<file path="config.mk">
export PLATFORM = sky130hd
export DESIGN_NAME = sorted_deadline_timer_queue_top
export DESIGN_NICKNAME = d
export VERILOG_FILES = /design/src/rtl/core/sdtq_pkg.sv /design/src/rtl/core/sdtq_front.sv /design/src/rtl/core/sdtq_engine.sv /design/src/rtl/core/sdtq_out_fifo.sv /design/src/rtl/core/sorted_deadline_timer_queue_top.sv
export SDC_FILE = /design/constraint.sdc
export NUM_CORES = 2
export LEC_CHECK = 0
export BUFFER_PORTS_ARGS = -buffer_cell sky130_fd_sc_hd__buf_4
export CORE_ASPECT_RATIO = 1.4
export CORE_MARGIN = 2
export CORE_UTILIZATION = 35
export CTS_CLUSTER_SIZE = 28
export DETAILED_ROUTE_END_ITERATION = 12
export PLACE_DENSITY = 0.54
export SKIP_LAST_GASP = 1
export SLEW_MARGIN = 15
export SYNTH_ARGS = -nofsm -noshare
export SYNTH_HDL_FRONTEND = slang
export SYNTH_SLANG_ARGS = --single-unit
</file>
<file path="constraint.sdc">
create_clock -name i_clk -period 14.8 [get_ports i_clk]
set_clock_uncertainty 0.1 [all_clocks]
set_input_delay 2.22 -clock i_clk [delete_from_list [all_inputs] [get_ports i_clk]]
set_output_delay 2.22 -clock i_clk [all_outputs]
set_load 0.05 [all_outputs]
</file>
<file path="src/rtl/core/sdtq_pkg.sv">
// shared constants and types of the sorted deadline timer queue
package sdtq_pkg;

    localparam int SLOT_COUNT = 16;
    localparam int SLOT_BITS = $clog2(SLOT_COUNT);
    localparam int SLOT_FIELD_BITS = 4;
    localparam int TIME_BITS = 48;
    localparam int RESULT_CAP = 16;
    localparam int CAP_BITS = $clog2(RESULT_CAP + 1);
    localparam int ORDER_BITS = 32;
    localparam int TAG_BITS = 32;
    localparam int DELAY_BITS = 32;
    localparam int CMD_BITS = 2;
    localparam int KIND_BITS = 3;

    localparam logic [TIME_BITS-1:0] TIME_MAX = '1;

    localparam logic [CMD_BITS-1:0] CMD_INSERT = 2'd0;
    localparam logic [CMD_BITS-1:0] CMD_CANCEL = 2'd1;
    localparam logic [CMD_BITS-1:0] CMD_TICK   = 2'd2;

    localparam logic [KIND_BITS-1:0] KIND_INSERTED    = 3'd0;
    localparam logic [KIND_BITS-1:0] KIND_FULL        = 3'd1;
    localparam logic [KIND_BITS-1:0] KIND_CANCELLED   = 3'd2;
    localparam logic [KIND_BITS-1:0] KIND_CANCEL_FREE = 3'd3;
    localparam logic [KIND_BITS-1:0] KIND_EXPIRED     = 3'd4;

    localparam logic [1:0] ST_FREE   = 2'd0;
    localparam logic [1:0] ST_ACTIVE = 2'd1;
    localparam logic [1:0] ST_STALE  = 2'd2;

    typedef struct packed {
        logic [CMD_BITS-1:0]        op;
        logic [DELAY_BITS-1:0]      delay;
        logic [TAG_BITS-1:0]        tag;
        logic [SLOT_FIELD_BITS-1:0] slot;
    } t_cmd;

    typedef struct packed {
        logic valid;
        t_cmd cmd;
    } t_cmd_q;

    typedef struct packed {
        logic [KIND_BITS-1:0]       kind;
        logic [SLOT_FIELD_BITS-1:0] slot;
        logic [TAG_BITS-1:0]        tag;
        logic                       last;
    } t_result;

    typedef struct packed {
        logic    valid;
        t_result data;
    } t_res_push;

endpackage

</file>
<file path="src/rtl/core/sdtq_front.sv">
// command front end: accepts transactions, drops unknown commands, queues the rest
module sdtq_front (
    input  logic                                 i_clk,
    input  logic                                 i_rst_n,
    input  logic [sdtq_pkg::CMD_BITS-1:0]        i_cmd,
    input  logic [sdtq_pkg::DELAY_BITS-1:0]      i_delay_ticks,
    input  logic [sdtq_pkg::TAG_BITS-1:0]        i_tag,
    input  logic [sdtq_pkg::SLOT_FIELD_BITS-1:0] i_slot,
    input  logic                                 i_push,
    output logic                                 o_full,
    input  logic                                 i_pop,
    output sdtq_pkg::t_cmd_q                     o_q
);

    sdtq_pkg::t_cmd r_mem [2];
    logic           r_wr_ptr;
    logic           r_rd_ptr;
    logic [1:0]     r_count;
    logic           w_known;
    logic           w_wr;
    logic           w_rd;

    always_comb begin
        unique case (i_cmd) inside
            sdtq_pkg::CMD_INSERT, sdtq_pkg::CMD_CANCEL, sdtq_pkg::CMD_TICK: w_known = 1'b1;
            default: w_known = 1'b0;
        endcase
    end

    assign o_full      = (r_count == 2'd2);
    assign w_wr        = i_push && !o_full && w_known;
    assign w_rd        = i_pop && (r_count != 2'd0);
    assign o_q.valid   = (r_count != 2'd0);
    assign o_q.cmd     = r_mem[r_rd_ptr];

    always_ff @(posedge i_clk) begin
        if (!i_rst_n) begin
            r_wr_ptr <= 1'b0;
            r_rd_ptr <= 1'b0;
            r_count  <= 2'd0;
        end else begin
            if (w_wr) begin
                r_wr_ptr <= !r_wr_ptr;
            end
            if (w_rd) begin
                r_rd_ptr <= !r_rd_ptr;
            end
            r_count <= r_count + {1'b0, w_wr} - {1'b0, w_rd};
        end
    end

    always_ff @(posedge i_clk) begin
        if (w_wr) begin
            r_mem[r_wr_ptr] <= '{op: i_cmd, delay: i_delay_ticks, tag: i_tag, slot: i_slot};
        end
    end

endmodule

</file>
<file path="src/rtl/core/sdtq_engine.sv">
// timer engine: slot pool, insert and cancel, deadline scan with one comparator
module sdtq_engine (
    input  logic                i_clk,
    input  logic                i_rst_n,
    input  sdtq_pkg::t_cmd_q    i_cmd_q,
    output logic                o_cmd_pop,
    output sdtq_pkg::t_res_push o_res,
    input  logic                i_res_full
);

    localparam logic [1:0] S_IDLE   = 2'd0;
    localparam logic [1:0] S_SCAN   = 2'd1;
    localparam logic [1:0] S_DECIDE = 2'd2;
    localparam logic [1:0] S_FLUSH  = 2'd3;

    localparam int SB = sdtq_pkg::SLOT_BITS;
    localparam int TB = sdtq_pkg::TIME_BITS;
    localparam int FB = sdtq_pkg::SLOT_FIELD_BITS;
    localparam int CB = sdtq_pkg::CAP_BITS;

    logic [1:0]                      r_state;
    logic [1:0]                      n_state;
    logic [1:0]                      r_status   [sdtq_pkg::SLOT_COUNT];
    logic [TB-1:0]                   r_deadline [sdtq_pkg::SLOT_COUNT];
    logic [sdtq_pkg::TAG_BITS-1:0]   r_tag_mem  [sdtq_pkg::SLOT_COUNT];
    logic [sdtq_pkg::ORDER_BITS-1:0] r_order    [sdtq_pkg::SLOT_COUNT];
    logic [TB-1:0]                   r_time;
    logic [sdtq_pkg::ORDER_BITS-1:0] r_counter;
    logic [SB-1:0]                   r_idx;
    logic                            r_found;
    logic [SB-1:0]                   r_best_idx;
    logic [TB-1:0]                   r_best_dl;
    logic [sdtq_pkg::ORDER_BITS-1:0] r_best_order;
    logic [sdtq_pkg::TAG_BITS-1:0]   r_best_tag;
    logic                            r_pend_valid;
    logic [SB-1:0]                   r_pend_slot;
    logic [sdtq_pkg::TAG_BITS-1:0]   r_pend_tag;
    logic [CB-1:0]                   r_n;

    logic                            w_has_free;
    logic [SB-1:0]                   w_free_idx;
    logic                            w_cand;
    logic                            w_better;
    logic [TB:0]                     w_sum;
    logic [TB-1:0]                   w_new_dl;
    logic [SB-1:0]                   w_cancel_idx;
    logic                            w_do_insert;
    logic                            w_do_cancel;
    logic                            w_do_tick;
    logic                            w_take;
    logic                            w_last_idx;

    always_comb begin
        w_has_free = 1'b0;
        w_free_idx = '0;
        for (int i = sdtq_pkg::SLOT_COUNT - 1; i >= 0; i--) begin
            if (r_status[i] == sdtq_pkg::ST_FREE) begin
                w_has_free = 1'b1;
                w_free_idx = SB'(i);
            end
        end
    end

    assign w_sum        = {1'b0, r_time} + (TB + 1)'(i_cmd_q.cmd.delay);
    assign w_new_dl     = (w_sum > {1'b0, sdtq_pkg::TIME_MAX}) ? sdtq_pkg::TIME_MAX
                                                               : w_sum[TB-1:0];
    assign w_cancel_idx = i_cmd_q.cmd.slot[SB-1:0];
    assign w_last_idx   = (r_idx == SB'(sdtq_pkg::SLOT_COUNT - 1));

    assign w_cand   = (r_status[r_idx] == sdtq_pkg::ST_ACTIVE) && (r_deadline[r_idx] <= r_time);
    assign w_better = w_cand && (!r_found || (r_deadline[r_idx] < r_best_dl) ||
                      ((r_deadline[r_idx] == r_best_dl) && (r_order[r_idx] > r_best_order)));

    assign w_do_insert = o_cmd_pop && (i_cmd_q.cmd.op == sdtq_pkg::CMD_INSERT) && w_has_free;
    assign w_do_cancel = o_cmd_pop && (i_cmd_q.cmd.op == sdtq_pkg::CMD_CANCEL);
    assign w_do_tick   = o_cmd_pop && (i_cmd_q.cmd.op == sdtq_pkg::CMD_TICK);
    assign w_take      = (r_state == S_DECIDE) && !i_res_full && r_found;

    always_comb begin
        n_state    = r_state;
        o_cmd_pop  = 1'b0;
        o_res      = '0;
        unique case (r_state)
            S_IDLE: begin
                if (i_cmd_q.valid && !i_res_full) begin
                    o_cmd_pop = 1'b1;
                    unique case (i_cmd_q.cmd.op)
                        sdtq_pkg::CMD_INSERT: begin
                            o_res.valid = 1'b1;
                            o_res.data.last = 1'b1;
                            if (w_has_free) begin
                                o_res.data.kind = sdtq_pkg::KIND_INSERTED;
                                o_res.data.slot = FB'(w_free_idx);
                                o_res.data.tag  = i_cmd_q.cmd.tag;
                            end else begin
                                o_res.data.kind = sdtq_pkg::KIND_FULL;
                            end
                        end
                        sdtq_pkg::CMD_CANCEL: begin
                            o_res.valid = 1'b1;
                            o_res.data.last = 1'b1;
                            o_res.data.slot = i_cmd_q.cmd.slot;
                            o_res.data.kind = (r_status[w_cancel_idx] != sdtq_pkg::ST_FREE)
                                              ? sdtq_pkg::KIND_CANCELLED
                                              : sdtq_pkg::KIND_CANCEL_FREE;
                        end
                        sdtq_pkg::CMD_TICK: begin
                            n_state = S_SCAN;
                        end
                        default: begin
                        end
                    endcase
                end
            end
            S_SCAN: begin
                if (w_last_idx) begin
                    n_state = S_DECIDE;
                end
            end
            S_DECIDE: begin
                if (!i_res_full) begin
                    if (r_found) begin
                        o_res.valid     = r_pend_valid;
                        o_res.data.kind = sdtq_pkg::KIND_EXPIRED;
                        o_res.data.slot = FB'(r_pend_slot);
                        o_res.data.tag  = r_pend_tag;
                        n_state = ((r_n + 1'b1) == CB'(sdtq_pkg::RESULT_CAP)) ? S_FLUSH : S_SCAN;
                    end else begin
                        n_state = r_pend_valid ? S_FLUSH : S_IDLE;
                    end
                end
            end
            S_FLUSH: begin
                if (!i_res_full) begin
                    o_res.valid     = 1'b1;
                    o_res.data.kind = sdtq_pkg::KIND_EXPIRED;
                    o_res.data.slot = FB'(r_pend_slot);
                    o_res.data.tag  = r_pend_tag;
                    o_res.data.last = 1'b1;
                    n_state = S_IDLE;
                end
            end
            default: begin
                n_state = S_IDLE;
            end
        endcase
    end

    always_ff @(posedge i_clk) begin
        if (!i_rst_n) begin
            r_state      <= S_IDLE;
            r_time       <= '0;
            r_counter    <= '0;
            r_idx        <= '0;
            r_found      <= 1'b0;
            r_pend_valid <= 1'b0;
            r_n          <= '0;
            for (int i = 0; i < sdtq_pkg::SLOT_COUNT; i++) begin
                r_status[i] <= sdtq_pkg::ST_FREE;
            end
        end else begin
            r_state <= n_state;
            if (w_do_insert) begin
                r_status[w_free_idx] <= sdtq_pkg::ST_ACTIVE;
                r_counter <= r_counter + 1'b1;
            end
            if (w_do_cancel) begin
                r_status[w_cancel_idx] <= sdtq_pkg::ST_FREE;
            end
            if (w_do_tick) begin
                if (r_time != sdtq_pkg::TIME_MAX) begin
                    r_time <= r_time + 1'b1;
                end
                r_idx        <= '0;
                r_found      <= 1'b0;
                r_pend_valid <= 1'b0;
                r_n          <= '0;
            end
            if (r_state == S_SCAN) begin
                if (w_better) begin
                    r_found <= 1'b1;
                end
                r_idx <= w_last_idx ? '0 : r_idx + 1'b1;
            end
            if (w_take) begin
                r_status[r_best_idx] <= sdtq_pkg::ST_STALE;
                r_pend_valid <= 1'b1;
                r_found      <= 1'b0;
                r_n          <= r_n + 1'b1;
            end
        end
    end

    always_ff @(posedge i_clk) begin
        if (w_do_insert) begin
            r_deadline[w_free_idx] <= w_new_dl;
            r_tag_mem[w_free_idx]  <= i_cmd_q.cmd.tag;
            r_order[w_free_idx]    <= r_counter;
        end
        if ((r_state == S_SCAN) && w_better) begin
            r_best_idx   <= r_idx;
            r_best_dl    <= r_deadline[r_idx];
            r_best_order <= r_order[r_idx];
            r_best_tag   <= r_tag_mem[r_idx];
        end
        if (w_take) begin
            r_pend_slot <= r_best_idx;
            r_pend_tag  <= r_best_tag;
        end
    end

endmodule

</file>
<file path="src/rtl/core/sdtq_out_fifo.sv">
// result queue between the timer engine and the result port
module sdtq_out_fifo (
    input  logic                i_clk,
    input  logic                i_rst_n,
    input  sdtq_pkg::t_res_push i_push,
    output logic                o_full,
    output logic                o_empty,
    output sdtq_pkg::t_result   o_data,
    input  logic                i_pop
);

    localparam int DEPTH = 4;
    localparam int PB = $clog2(DEPTH);

    sdtq_pkg::t_result r_mem [DEPTH];
    logic [PB-1:0]     r_wr_ptr;
    logic [PB-1:0]     r_rd_ptr;
    logic [PB:0]       r_count;
    logic              w_wr;
    logic              w_rd;

    assign o_full  = (r_count == (PB + 1)'(DEPTH));
    assign o_empty = (r_count == '0);
    assign o_data  = r_mem[r_rd_ptr];
    assign w_wr    = i_push.valid && !o_full;
    assign w_rd    = i_pop && !o_empty;

    always_ff @(posedge i_clk) begin
        if (!i_rst_n) begin
            r_wr_ptr <= '0;
            r_rd_ptr <= '0;
            r_count  <= '0;
        end else begin
            if (w_wr) begin
                r_wr_ptr <= r_wr_ptr + 1'b1;
            end
            if (w_rd) begin
                r_rd_ptr <= r_rd_ptr + 1'b1;
            end
            r_count <= r_count + (PB + 1)'(w_wr) - (PB + 1)'(w_rd);
        end
    end

    always_ff @(posedge i_clk) begin
        if (w_wr) begin
            r_mem[r_wr_ptr] <= i_push.data;
        end
    end

endmodule

</file>
<file path="src/rtl/core/sorted_deadline_timer_queue_top.sv">
// sorted deadline timer queue: command queue, timer engine and result queue
// insert, cancel: result via both queues; one per cycle while idle, result queue not full
// tick: a scan pass over all slots per expired entry, then a final empty pass unless
// RESULT_CAP expire; at most RESULT_CAP passes, then the last result; nothing if none due
// the single deadline comparator in the scan loop sets the tick rate
// synchronous active-low reset frees all slots, clears time, counter and both queues
module sorted_deadline_timer_queue_top (
    input  logic                                 i_clk,
    input  logic                                 i_rst_n,
    input  logic [sdtq_pkg::CMD_BITS-1:0]        i_cmd,
    input  logic [sdtq_pkg::DELAY_BITS-1:0]      i_delay_ticks,
    input  logic [sdtq_pkg::TAG_BITS-1:0]        i_tag,
    input  logic [sdtq_pkg::SLOT_FIELD_BITS-1:0] i_slot,
    input  logic                                 push,
    output logic                                 full,
    output logic                                 empty,
    input  logic                                 pop,
    output logic [sdtq_pkg::KIND_BITS-1:0]       o_kind,
    output logic [sdtq_pkg::SLOT_FIELD_BITS-1:0] o_out_slot,
    output logic [sdtq_pkg::TAG_BITS-1:0]        o_out_tag,
    output logic                                 o_last
);

    sdtq_pkg::t_cmd_q    w_cmd_q;
    logic                w_cmd_pop;
    sdtq_pkg::t_res_push w_res;
    logic                w_res_full;
    sdtq_pkg::t_result   w_head;

    sdtq_front u_front (
        .i_clk         (i_clk),
        .i_rst_n       (i_rst_n),
        .i_cmd         (i_cmd),
        .i_delay_ticks (i_delay_ticks),
        .i_tag         (i_tag),
        .i_slot        (i_slot),
        .i_push        (push),
        .o_full        (full),
        .i_pop         (w_cmd_pop),
        .o_q           (w_cmd_q)
    );

    sdtq_engine u_engine (
        .i_clk      (i_clk),
        .i_rst_n    (i_rst_n),
        .i_cmd_q    (w_cmd_q),
        .o_cmd_pop  (w_cmd_pop),
        .o_res      (w_res),
        .i_res_full (w_res_full)
    );

    sdtq_out_fifo u_out_fifo (
        .i_clk   (i_clk),
        .i_rst_n (i_rst_n),
        .i_push  (w_res),
        .o_full  (w_res_full),
        .o_empty (empty),
        .o_data  (w_head),
        .i_pop   (pop)
    );

    assign o_kind     = w_head.kind;
    assign o_out_slot = w_head.slot;
    assign o_out_tag  = w_head.tag;
    assign o_last     = w_head.last;

endmodule

</file>
==> key figures <==
Drt
  – Overall via count from detail_route: 46,800
  – Number of DRC markers in iteration 0: 4,179
  – Detailed Routing Iterations Pass 1: 5
  – Number of antenna-violating nets in the routed design: 0
  – Routed via count divided by cell count: 5.36
  – Remaining design rule violation count: 0
  – Final wirelength: 242,000 um
  – Post-DR wirelength/cell: 27.7 um

Global routing
  – Total grt overflow: 0
  – Wire length of the first global-routing pass: 350,000 um
  – GRT Overall Usage: 0.173
  – Maximum number of pins on one net before global-route repair: 137
  – Number of antenna violations at the first check in global routing: 5
  – Via count of the first global-routing pass: 49,600

Placed design
  – Buffers on Ports: 115
  – Post-Place Cells: 8,287
  – Half-perimeter wire length after placement: 131,000 um
  – Final estimated routing congestion in global placement: 0.833

Clock network
  – Clock slew at the register clock pins of the worst setup and hold paths: 0.06 ns
  – # resized after CTS: 0
  – Library cell used as clock root buffer: sky130_fd_sc_hd__clkbuf_16
  – Buffers inserted during post-CTS setup optimization: 0
  – Total CTS buffers: 232
  – TritonCTS sink count: 2,387
  – H-tree lvl count: 4
  – Longest Clk Path Bufs: 4
  – Hold Buf Count CTS: 0
  – Clk Latency, worst-skew pair: 0.92 ns
  – TritonCTS clock tree: yes

Critical path
  – Kind of cell with the highest combined delay on the critical path: buffers and inverters
  – Buffers & Inverters on Critical Path: 3
  – Max stage delay on crit path: 0.92 ns
  – Worst Path Arrival: 8.39 ns
  – Required @ worst endpoint: 15.12 ns
  – Path type of the worst setup path: reg -> reg
  – Crit-path cells: buf_4 > buf_4 > mux4_2 > mux4_2 > ha_1 > nand4_1 > nor4_1 > nand3_1 > nor3_1 > nor2_1 > a2111oi_1 > a2bb2oi_4 > buf_12
  – Worst-path cell with the longest stage delay: sky130_fd_sc_hd__nor4_1
  – CP max FO: 117
  – Worst setup EP type: register
  – Startpoint types: register

Die
  – Die area: 0.277 sq mm
  – Width of the die: 445 um
  – Number of core rows: 226
  – Io pins: 116
  – Core outline area: 0.271 sq mm
  – Starting density of the core: 0.352
  – Die height: 622 um

Status
  – Outcome: finished clean

Timing
  – Final period util: 0.545
  – Transition time at the pin with the least slew margin: 1.18 ns
  – Fmax: 124 MHz
  – Headroom to the max-slew limit: 0.203
  – Setup TNS: 0 ns
  – Final number of max-transition violations: 0
  – Final hold violations: 0
  – Final worst hold slack: 0.301 ns
  – Final critical delay including setup and external delays: 8.07 ns
  – Final Setup Violations: 0
  – Setup repair after global routing missed its margin: false

Logic synthesis
  – Sequential area share after synthesis: 0.739
  – Dominant cells by area after synthesis: sky130_fd_sc_hd__edfxtp_1 (72%), sky130_fd_sc_hd__mux4_2 (14%), sky130_fd_sc_hd__ha_1 (2.3%)
  – Fraction of registers with async set or reset after synthesis: 0
  – Synth top area share: 0.716
  – Net count of the mapped netlist: 4,996
  – Syn. warnings: 0
  – Post-synth cell types: 92
  – Synthesized area per cell: 20.1 sq um
  – Main synth FF type: sky130_fd_sc_hd__edfxtp_1
  – Cell type contributing the most total cell area after synthesis: sky130_fd_sc_hd__edfxtp_1
  – Syn Std Cell Area: 0.0954 sq mm
  – Seq cells post-synth: 2,387
  – Count of flip-flops with a built-in enable after synthesis: 2,276
  – Post-Syn Instances: 4,742

Flow run
  – Max cap viols: 0

Hold path
  – Tightest Hold Check Type: reg -> reg
  – HP Start: u_engine.r_best_tag[10]

Pwr
  – Leakage dissipation: 33.9 nW
  – Peak ir drop on the vdd network: 0.000110 V
  – Pwr Density: 154 mW/mm^2

Cells and area
  – Core occupancy in the finished layout: 0.401
  – Fraction of layout cells with a size suffix above 1: 0.251
  – Non-filler cells, final: 8,718
  – Number of nets in the layout: 5,241
  – Synthesis-to-finish area growth: 13.8%
  – Most common cell after layout, fill and taps aside: sky130_fd_sc_hd__edfxtp_1
  – Top library cells by usage in the layout, fill and taps aside: sky130_fd_sc_hd__edfxtp_1 (2,276), sky130_fd_sc_hd__mux4_2 (602), sky130_fd_sc_hd__clkbuf_16 (235), sky130_fd_sc_hd__buf_4 (196), sky130_fd_sc_hd__nor2_1 (189)
[registers in the layout, summed over array words and instances, names as in the netlist, 5 cells and up, named ones only]
| name | cells |
|---|---|
| u_engine.r_best_tag | 32 |
| u_engine.r_time | 48 |
| u_engine.r_deadline | 768 |
| u_engine.r_pend_tag | 32 |
| u_engine.r_order | 512 |
| u_out_fifo.r_mem | 160 |
| u_engine.r_n | 5 |
| u_engine.r_status | 32 |
| u_engine.r_best_order | 32 |
| u_engine.r_tag_mem | 512 |
| u_engine.r_best_dl | 48 |
| u_front.r_mem | 140 |
| u_engine.r_counter | 32 |
[through the flow]
step / cell area (sq um) / worst slack (ns) / power (mW)
floorplan: 95400 / 2.08 / 10.1
global placement: 101000 / 6.61 / 11.0
detailed placement: 101000 / 6.85 / 11.0
CTS: 109000 / 6.72 / 17.0
global route: 109000 / 6.30 / 17.4
finish: 109000 / 6.73 / 16.8
[synthesized netlist by cell type, types with 15 or more instances]
cell type and count:
sky130_fd_sc_hd__edfxtp_1 2276, sky130_fd_sc_hd__mux4_2 602, sky130_fd_sc_hd__nor2_1 203, sky130_fd_sc_hd__ha_1 178
sky130_fd_sc_hd__inv_1 164, sky130_fd_sc_hd__clkbuf_1 138, sky130_fd_sc_hd__nand2_1 127, sky130_fd_sc_hd__dfxtp_1 111
sky130_fd_sc_hd__a21oi_1 97, sky130_fd_sc_hd__o21ai_0 91, sky130_fd_sc_hd__mux2_2 69, sky130_fd_sc_hd__xnor2_1 64
sky130_fd_sc_hd__nand3_1 63, sky130_fd_sc_hd__nand4_1 51, sky130_fd_sc_hd__buf_1 48, sky130_fd_sc_hd__a21o_1 41
sky130_fd_sc_hd__nor3_1 39, sky130_fd_sc_hd__xor2_1 33, sky130_fd_sc_hd__a32o_1 32, sky130_fd_sc_hd__and2_1 28
sky130_fd_sc_hd__or3_1 22, sky130_fd_sc_hd__a211oi_1 16, sky130_fd_sc_hd__and3_1 15, sky130_fd_sc_hd__nor2b_1 15
[final timing paths]
check                                           endpoint  slack, ns  depth (start not counted)
worst max-delay path            u_engine.r_best_order[7]       6.73                         13
worst min-delay path             u_engine.r_pend_tag[10]       0.30                          0
worst max register to register  u_engine.r_best_order[7]       6.73                         13
worst min register to register   u_engine.r_pend_tag[10]       0.30                          0
[power by group]
group / internal [mW] / total [mW] / switching (mW) / leakage [nW]
registers: 7.80 / 7.92 / 0.119 / 21.5
clock network: 3.38 / 5.93 / 2.55 / 3.70
logic: 1.24 / 2.90 / 1.66 / 8.64
total: 12.4 / 16.8 / 4.32 / 33.9
[cells by family (layout without fill, tap and decap cells)]
family,Yosys count,count (layout),synth area share
muxes,687,687,0.152
buffers and inverters,362,798,0.0146
AOI/OAI and AO/OA,397,397,0.0285
and+or+nand+nor,632,632,0.0329
DFF,2387,2387,0.739
xor gates and xnor gates,97,97,0.00890
other,0,6,0
adders and majority gates,180,180,0.0238
[layer usage]
layer / share of wire / track usage / wire, um
met5: 0.00012 / 0 / 30
met4: 0.025 / 0.0461 / 6140
met3: 0.042 / 0.0224 / 10100
met1: 0.40 / 0.217 / 97800
met2: 0.53 / 0.311 / 127000
[final cells by class]
class,count,area (sq um)
multi-input cells,1993,23700
repair buffers,207,1690
inverters,166,626
clock inverters,158,1500
flip-flops and latches,2387,70600
fillers,24000,162000
clock buffers,267,6030
diodes,6,15.0
well taps,3534,4420
No activity file was read; power rests on OpenSTA's default activity.
